File: src/rtl/core/sgp_ram.sv
// Generic single-port RAM with registered read.
module sgp_ram #(
    parameter int WIDTH = 8,
    parameter int DEPTH = 256
) (
    input  logic                     i_clk,
    input  logic                     i_we,
    input  logic [$clog2(DEPTH)-1:0] i_addr,
    input  logic [WIDTH-1:0]         i_wdata,
    output logic [WIDTH-1:0]         o_rdata
);

    logic [WIDTH-1:0] r_mem [DEPTH];

    always_ff @(posedge i_clk) begin
        if (i_we) begin
            r_mem[i_addr] <= i_wdata;
        end
        o_rdata <= r_mem[i_addr];
    end

endmodule

File: config.mk
export PLATFORM = sky130hd
export DESIGN_NAME = sgp_ram
export DESIGN_NICKNAME = d
export VERILOG_FILES = /design/src/rtl/core/sgp_ram.sv
export SDC_FILE = /design/constraint.sdc
export NUM_CORES = 2
export LEC_CHECK = 0
export ABC_CLOCK_PERIOD_IN_PS = 2600
export BUFFER_PORTS_ARGS = -buffer_cell sky130_fd_sc_hd__buf_2
export CAP_MARGIN = 20
export CORE_AREA = 2 2 375 377
export DETAILED_ROUTE_END_ITERATION = 7
export DIE_AREA = 0 0 377 379
export PLACE_DENSITY = 0.73
export SLEW_MARGIN = 0
export SYNTH_ARGS = -nofsm -noshare
export SYNTH_HDL_FRONTEND = slang
export SYNTH_SLANG_ARGS = --single-unit
File: constraint.sdc
create_clock -name i_clk -period 2.6 [get_ports i_clk]
set_clock_uncertainty 0.2 [all_clocks]
set_input_delay 0.13 -clock i_clk [delete_from_list [all_inputs] [get_ports i_clk]]
set_output_delay 0.13 -clock i_clk [all_outputs]
set_load 0.01 [all_outputs]
==> flow_metrics.tcl <==
set metrics [dict create \
    dieArea_um2 143000 \
    met2_usage_pct 43.2 \
    drc 0 \
    cts_tree "done" \
    synth_edf_count 2048 \
    fmax_mhz 389 \
    io_pins 26 \
    arrival_ns 3.05 \
    fin_cells 6160 \
    ys_warn_count 0 \
    synth_adder_area_share_pct 0 \
    worst_pin_slew_ns 0.915 \
    slowest_delay_ns 0.52 \
    power.total_mw 68.6 \
    fill_cells 8463 \
    pwr-share-comb_pct 5.1 \
    hold_path_class "input pin to flip-flop" \
    ys_seq_elements 2056 \
    placed_cells 5782 \
    grt_pass1_wl_um 279000 \
    via_per_inst 6.56 \
    syn-num-nets 3565 \
    min_from "i_addr[5]" \
    path_clk_slew_ns 0.06 \
    worstSetupStartpointType "flip-flop" \
    dp.final_hpwl_um 118000 \
    r2r-start "r_mem[119][5]" \
    slew_headroom_pct 38.8 \
    fin_ws_ns 0.0321 \
    ff2ff_setup_slack_ns 0.03 \
    synthArstFlopShare_pct 0 \
    start_util_pct 56.5 \
    synth-xor-area-share_pct 0 \
    gr-usage-all-layers_pct 27.4 \
    synth_top_family_by_area "multiplexers" \
    drv_slew 0 \
    final_common_cell "edfxtp_1" \
    dieWidth_um 377 \
    ys_types 22 \
    grtUsageMet1_pct 38.0 \
    worst_hold_slack_ns 0.105 \
    dr.first_iter.drc_count 5918 \
    first_pass_iters 5 \
    fin_crit_sh_pct 98.8 \
    overflow 0 \
    grt_max_degree 129 \
    drive_above_1_share_pct 33.8 \
    power_frac_clock_pct 41.6 \
    worstSetupEndpointType "flip-flop" \
    crit_path_top_delay_cell "o41ai_4" \
    period_minus_slack_ns 2.57 \
    crit_fanout 1 \
    ant_nets 0 \
    r2r_end "o_rdata[5]" \
    avgSynthCellArea_um2 22.1 \
    final_util_pct 66.6 \
    yosys.area_share.simple_pct 1.73 \
    synthesis.instances 3547 \
    min_to "o_rdata[0]" \
    setup_violations 0 \
    synthMuxAreaShare_pct 14.7 \
    wirelength_um 192000 \
    netSwitchingFraction_pct 20.8 \
    vdd_drop_max_mv 0.597 \
    power.internal_mw 54.4 \
    cts_max_level 4 \
    crit_chain "mux4_2 > a22oi_1 > a21oi_1 > o41ai_4 > buf_4 > nand4_1" \
    power_density_nw_per_um2 742 \
    rows 137 \
    yosysSeqAreaShare_pct 78.6 \
    outcome "complete, no violations" \
    place.port_buffers 25 \
    p_leak_nw 29.7 \
    dp_slack_ns -0.748 \
    p_seq_share_pct 53.3 \
    die_h_um 379 \
    worstSkewPairLatency_ns 0.83 \
    dpl-instance-area_um2 85700 \
    layout_common_cells "edfxtp_1, buf_4, mux4_2, a22oi_1, nor2_1" \
    p_switching_mw 14.2 \
    synth_compound_area_share_pct 3.62 \
    ys.flop_type "edfxtp_1" \
    r2r_cells 6 \
    maxCapViolations 0 \
    gp_congestion 0.879 \
    cts_root_buf "clkbuf_16" \
    busiest_layer "met2" \
    numCtsBuffers 197 \
    clockBufferDepth 3 \
    met3_usage_pct 6.81 \
    worst-setup-path-type "flip-flop to flip-flop" \
    finalSetupTns_ns 0 \
    syn_area_um2 78500 \
    crit_required_ns 3.08 \
    clkSinkCount 2056 \
    antenna_found_initial 9 \
    final_area_um2 92400 \
    hold_depth 6 \
    area_growth_pct 17.7 \
    final-hold-violation-count 0 \
    post_drt_wl_per_cell_um 31.2 \
    vias 40400 \
    fin_nets 4206 \
    core_um2 139000 \
    grt_pass1_vias 40800 \
]
==> how the worst max path moves through the flow <==
stage / startpoint / endpoint / slack, ns / depth (start not counted)
floorplan: i_addr[1] / r_mem[111][0] / 0.05 / 9
global placement: i_addr[0] / o_rdata[6] / -1.18 / 9
detailed placement: i_addr[0] / o_rdata[1] / -0.75 / 9
CTS: r_mem[119][5] / o_rdata[5] / 0.004 / 6
global route: r_mem[251][6] / o_rdata[6] / -0.02 / 6
finish: r_mem[119][5] / o_rdata[5] / 0.03 / 6
==> Yosys cell counts (6+ instances only) <==
master | number | area [um^2]
a21oi_1 | 128 | 641
a22oi_1 | 256 | 1920
buf_1 | 19 | 71.3
buf_2 | 36 | 180
buf_4 | 16 | 120
buf_6 | 16 | 180
clkbuf_1 | 145 | 544
dfxtp_1 | 8 | 160
edfxtp_1 | 2048 | 61500
mux4_2 | 512 | 11500
nand2_1 | 28 | 105
nand2b_1 | 6 | 37.5
nand3_1 | 13 | 65.1
nand4_1 | 8 | 50.1
nor2_1 | 232 | 871
nor2b_1 | 7 | 43.8
nor3_1 | 30 | 150
o41ai_1 | 32 | 280
==> worst max-delay path, delay by kind of cell, from the launching register on <==
family                 cells  cell delay (ns)
AO/OA/AOI/OAI              3             1.07
multiplexers               1             0.51
flip-flops                 1             0.38
buffers and inverters      1             0.21
AND/OR/NAND/NOR            1             0.09
==> metal layers <==
metal  part of all wire [%]  vias up
li1                       -    16400
met1                     38    21300
met2                     48     2422
met4                    3.3        8
met3                     11      358
met5                  0.028        -
==> registers in the layout, indices dropped and copies added, names as in the netlist <==
register / cells
o_rdata: 8
r_mem: 2048
==> cell type report <==
class / count / area [um^2] / area share, %
Sequential cell: 2056 / 61700 / 66.7
Tap cell: 1807 / 2260 / 2.45
Clock buffer: 247 / 5280 / 5.71
Clock inverter: 115 / 1130 / 1.22
Antenna cell: 2 / 5.00 / 0.00541
Multi-Input combinational cell: 1258 / 16000 / 17.3
Inverter: 1 / 3.75 / 0.00406
Timing Repair Buffer: 674 / 6110 / 6.61
==> cells by family (layout without fill, tap and decap cells) <==
logic type | count (synthesis) | count (layout)
AND/OR/NAND/NOR | 330 | 330
other | 0 | 2
buffers and inverters | 233 | 1037
flip-flops | 2056 | 2056
AO/OA/AOI/OAI | 416 | 416
multiplexers | 512 | 512
==> power by group through the flow <==
stage | Clock, mW | Combinational (mW) | Sequential (mW)
2_1_floorplan | 0 | 1.62 | 37.3
3_3_place_gp | 0 | 3.37 | 37.3
3_5_place_dp | 0 | 3.43 | 37.3
4_1_cts | 28.8 | 3.50 | 36.6
5_1_grt | 30.0 | 3.68 | 36.6
6_report | 28.5 | 3.51 | 36.6
==> what timing repair did <==
action                                   CTS  global route
endpoints found under the hold margin   2218             0
setup buffers                              0             0
hold buffers                              14             0
endpoints found under the setup margin     8             7
pin swaps                                  0             1
cloned                                     0             0
gates resized for setup                   16             9
No activity file was read; power rests on OpenSTA's default activity.
