## config.mk

```make
export PLATFORM = sky130hd
export DESIGN_NAME = sgp_isqrt
export DESIGN_NICKNAME = d
export VERILOG_FILES = /design/src/rtl/core/sgp_pkg.sv /design/src/rtl/core/sgp_isqrt.sv
export SDC_FILE = /design/constraint.sdc
export NUM_CORES = 1
export LEC_CHECK = 0
export ABC_AREA = 1
export BUFFER_PORTS_ARGS = -buffer_cell sky130_fd_sc_hd__buf_2
export CAP_MARGIN = 20
export CORE_MARGIN = 1
export CORE_UTILIZATION = 65
export CTS_BUF_LIST = sky130_fd_sc_hd__clkbuf_8
export CTS_CLUSTER_SIZE = 30
export DETAILED_ROUTE_END_ITERATION = 6
export GPL_ROUTABILITY_DRIVEN = 0
export PLACE_DENSITY = 0.86
export SYNTH_ARGS = -nofsm -noshare
export SYNTH_HDL_FRONTEND = slang
export SYNTH_SLANG_ARGS = --single-unit
```

## constraint.sdc

```tcl
create_clock -name i_clk -period 3 [get_ports i_clk]
set_input_delay 0.6 -clock i_clk [delete_from_list [all_inputs] [get_ports i_clk]]
set_output_delay 0.6 -clock i_clk [all_outputs]
set_load 0.02 [all_outputs]
```

## src/rtl/core/sgp_pkg.sv

```systemverilog
// Shared types and constants of the streaming graph partitioner.
package sgp_pkg;

    localparam int MAX_PARTS    = 16;
    localparam int PART_W       = $clog2(MAX_PARTS);
    localparam int PCNT_W       = PART_W + 1;
    localparam int MAX_VERTICES = 65536;
    localparam int VID_W        = 16;
    localparam int TAB_AW       = $clog2(MAX_VERTICES);
    localparam int TAB_W        = PART_W + 1;
    localparam int HIT_W        = 16;
    localparam int SIZE_W       = 17;
    localparam int N_W          = SIZE_W + 1;
    localparam int ROOT_W       = 25;
    localparam int PROD_W       = N_W + ROOT_W;
    localparam int DIFF_W       = 27;
    localparam int ALPHA_W      = 32;
    localparam int PEN_W        = ALPHA_W + DIFF_W - 16;
    localparam int SCORE_W      = PEN_W + 2;

    localparam logic [HIT_W-1:0]  HIT_MAX  = '1;
    localparam logic [SIZE_W-1:0] SIZE_MAX = '1;

    localparam logic [1:0] REG_PART_COUNT = 2'd0;
    localparam logic [1:0] REG_CAPACITY   = 2'd1;
    localparam logic [1:0] REG_ALPHA      = 2'd2;

    typedef enum logic [3:0] {
        S_CLEAR,
        S_IDLE,
        S_LOOK,
        S_CHECK,
        S_ROOTA,
        S_MULA,
        S_ROOTB,
        S_MULB,
        S_DIFF,
        S_PEN,
        S_SCORE,
        S_WRITE
    } t_state;

endpackage

```

## src/rtl/core/sgp_isqrt.sv

```systemverilog
// Iterative integer square root of n << 32, two radicand bits per cycle.
module sgp_isqrt (
    input  logic                      i_clk,
    input  logic                      i_rst_n,
    input  logic                      i_start,
    input  logic [sgp_pkg::N_W-1:0]   i_n,
    output logic                      o_done,
    output logic [sgp_pkg::ROOT_W-1:0] o_root
);

    localparam int X_W   = 2 * sgp_pkg::ROOT_W;
    localparam int REM_W = sgp_pkg::ROOT_W + 3;
    localparam int CNT_W = $clog2(sgp_pkg::ROOT_W + 1);

    logic [X_W-1:0]   r_x;
    logic [REM_W-1:0] r_rem;
    logic [CNT_W-1:0] r_cnt;
    logic             r_busy;
    logic             r_done;
    logic [REM_W-1:0] rem_sh;
    logic [REM_W-1:0] trial;
    logic             take;

    assign rem_sh = {r_rem[REM_W-3:0], r_x[X_W-1 -: 2]};
    assign trial  = {1'b0, o_root, 2'b01};
    assign take   = rem_sh >= trial;
    assign o_done = r_done;

    always_ff @(posedge i_clk) begin
        if (!i_rst_n) begin
            r_busy <= 1'b0;
            r_done <= 1'b0;
            r_cnt  <= '0;
        end else begin
            r_done <= 1'b0;
            if (i_start) begin
                r_busy <= 1'b1;
                r_cnt  <= CNT_W'(sgp_pkg::ROOT_W - 1);
            end else if (r_busy) begin
                if (r_cnt == '0) begin
                    r_busy <= 1'b0;
                    r_done <= 1'b1;
                end else begin
                    r_cnt <= r_cnt - 1'b1;
                end
            end
        end
    end

    always_ff @(posedge i_clk) begin
        if (i_start) begin
            r_x    <= {{(X_W - sgp_pkg::N_W - 32){1'b0}}, i_n, 32'd0};
            r_rem  <= '0;
            o_root <= '0;
        end else if (r_busy) begin
            r_x    <= {r_x[X_W-3:0], 2'b00};
            r_rem  <= take ? rem_sh - trial : rem_sh;
            o_root <= {o_root[sgp_pkg::ROOT_W-2:0], take};
        end
    end

endmodule
```

==> results.sh <==
export IMPL_status="finished clean"
export IMPL_globalRoute_busiestLayer="met2"
export IMPL_worstPathRequired_ps=3260
export IMPL_critPathCaptureType="register"
export IMPL_grt_setup_unrepaired="no"
export IMPL_wl_per_cell_um=13.9
export IMPL_tightest_slew_ps=941
export IMPL_io_pins=47
export IMPL_worstPathMaxFanout=32
export IMPL_cts_hold_buf=0
export IMPL_drc=0
export IMPL_clockBufferDepth=2
export IMPL_drt_iter0_markers=590
export IMPL_vias_per_cell=5.56
export IMPL_slew_violations=0
export IMPL_n_fill_cell=624
export IMPL_gr_total_overflow=0
export IMPL_yosysSeqAreaShare_pct=34.5
export IMPL_timing_final_crit_share_pct=89.9
export IMPL_clock_tree_root_cell="clkbuf_8"
export IMPL_yosysTopAreaCell="dfxtp_1"
export IMPL_async_flop_share_pct=0
export IMPL_ys_flop_type="dfxtp_1"
export IMPL_synth_cell_area_sq_um=4940
export IMPL_layout_nets=860
export IMPL_ys_ff_latch=76
export IMPL_grt_antenna_before_repair=0
export IMPL_groute_usage_overall_pct=33.4
export IMPL_yosys_top_cells_area="dfxtp_1, nand2_1, edfxtp_1"
export IMPL_cp_arrival_ps=2960
export IMPL_tns_ps=0
export IMPL_critPathKind="reg2reg"
export IMPL_synth_top_cell_area_share_pct=23.5
export IMPL_globalRouteMet2Util_pct=55.3
export IMPL_grt_pass1_wl_um=20300
export IMPL_crit_path_start_kind="register"
export IMPL_ant_nets=0
export IMPL_yosysWarnings=0
export IMPL_insertedDiodeCount=0
export IMPL_grt_max_degree=33
export IMPL_postSynthAreaPerCell_sq_um=6.43
export IMPL_synth_edf_count=18
export IMPL_coreArea_sq_um=7290
export IMPL_max_cap_violations=0
export IMPL_hpwl_um=9160
export IMPL_finalSetupViolCount=0
export IMPL_cts_repair_resized=0
export IMPL_fin_skew_ps=12.1
export IMPL_drt_total_wl_um=12700
export IMPL_cts_tree="built"
export IMPL_row_count=31
export IMPL_firstDrtPassIters=6
export IMPL_vias=5085
export IMPL_cts_buffers=9
export IMPL_die_h_um=89.2
export IMPL_path_clk_slew_ps=90
export IMPL_cts_setup_buffers=0
export IMPL_finalHoldViolCount=0
export IMPL_drive_gt1_share_pct=10.7
export IMPL_ctsHtreeMaxLevel=3
export IMPL_relSlewSlack_pct=37.2
export IMPL_met3_usage_pct=5.82
export IMPL_ys_types=40
export IMPL_met1_usage_pct=42.2
export IMPL_clock_sinks=76
export IMPL_fin_crit_ps=2700
export IMPL_start_util_pct=67.7
export IMPL_syn_inst=768
export IMPL_insertion_delay_ps=370
export IMPL_hp_class="reg2reg"
export IMPL_first_global_vias=4504
export IMPL_synth_nets=818
export IMPL_max_freq_mhz=371
export IMPL_die_w_um=89.2
export IMPL_die_area_sq_um=7950
export IMPL_area_growth_syn_to_layout_pct=10.2
export IMPL_port_buffers=46
## Yosys cell counts, types with 2 or more instances
| library cell | n |
|---|---|
| buf_6 | 2 |
| buf_2 | 4 |
| nand3_1 | 48 |
| or2_2 | 4 |
| inv_1 | 132 |
| o21ai_0 | 12 |
| nor2_2 | 2 |
| edfxtp_1 | 18 |
| nor2_1 | 48 |
| nand2_2 | 5 |
| a21oi_1 | 31 |
| nand4_1 | 16 |
| inv_2 | 3 |
| nand2_1 | 283 |
| o22ai_1 | 24 |
| o21ai_1 | 2 |
| clkbuf_1 | 13 |
| ha_1 | 29 |
| nor3_1 | 8 |
| dfxtp_1 | 58 |
| o21bai_1 | 3 |
| o211ai_1 | 5 |
## registers in the layout (all words and copies together) (netlist names)
name    flops
r_busy      1
o_root     25
r_rem      26
o_done      1
r_x        18
r_cnt       5
## metrics by stage
stage | utilization [%] | cells | instance area (sq um) | worst slack (ps) | hold WS, ps
2_1_floorplan | - | 768 | 4940 | 868 | 430
3_3_place_gp | 71.8 | 898 | 5230 | 552 | 453
3_5_place_dp | 71.8 | 898 | 5230 | 443 | 453
4_1_cts | 74.6 | 914 | 5440 | 359 | 472
5_1_grt | 74.6 | 914 | 5440 | 10.2 | 506
6_report | 74.6 | 914 | 5440 | 303 | 470
## cell usage in the layout (no fill, tap or decap), types with 3 or more instances in the layout
cell / instances
a21oi_1: 31
buf_2: 46
buf_4: 6
clkbuf_8: 10
dfxtp_1: 58
edfxtp_1: 18
ha_1: 29
inv_1: 132
inv_2: 3
nand2_1: 283
nand2_2: 5
nand3_1: 48
nand4_1: 16
nor2_1: 48
nor3_1: 8
o211ai_1: 5
o21ai_0: 12
o21bai_1: 3
o22ai_1: 24
or2_2: 4
## final cells by class
type                    instances  area (sq um)  share of cell area (%)
clock inverters                 6          70.1                    1.29
flip-flops and latches         76          1700                    31.3
inverters                     136           510                    9.38
clock buffers                  10           138                    2.53
well taps                      99           124                    2.28
multi-input cells             535          2620                    48.2
repair buffers                 52           275                    5.06
## kinds of logic after synthesis
kind of cell | synth area share, %
simple gates | 36.0
buf+inv | 12.4
compound gates | 9.78
flops | 34.5
fa+ha+maj | 7.35
## layer usage
layer / routed length, um / share of wire, %
met1: 5190 / 41
met2: 5840 / 46
met3: 1210 / 9.5
met4: 433 / 3.4
met5: 0 / 0
## worst paths after layout
check | slack [ps] | end | cells past startpoint | start
max | 300 | r_rem[21]$_SDFFE_PP0P_ | 11 | o_root[9]$_SDFFE_PP0P_
min | 470 | r_rem[24]$_SDFFE_PP0P_ | 2 | r_rem[24]$_SDFFE_PP0P_
max reg2reg | 300 | r_rem[21]$_SDFFE_PP0P_ | 11 | o_root[9]$_SDFFE_PP0P_
min reg2reg | 470 | r_rem[24]$_SDFFE_PP0P_ | 2 | r_rem[24]$_SDFFE_PP0P_
## critical path: stages (launching register included)
cell and delay [ps]:
dfxtp_1 330, inv_1 70, ha_1 370, nand2_1 130, nor2_1 240, nand3_1 120, nand3_1 190, nand3_2 350
nand2_4 450, nand3_1 170, nand3_1 110, nand2_1 60
Power is left out: the tool's default activity adds up to more than one toggle a clock period on the data nets, which glitch-free logic cannot reach.
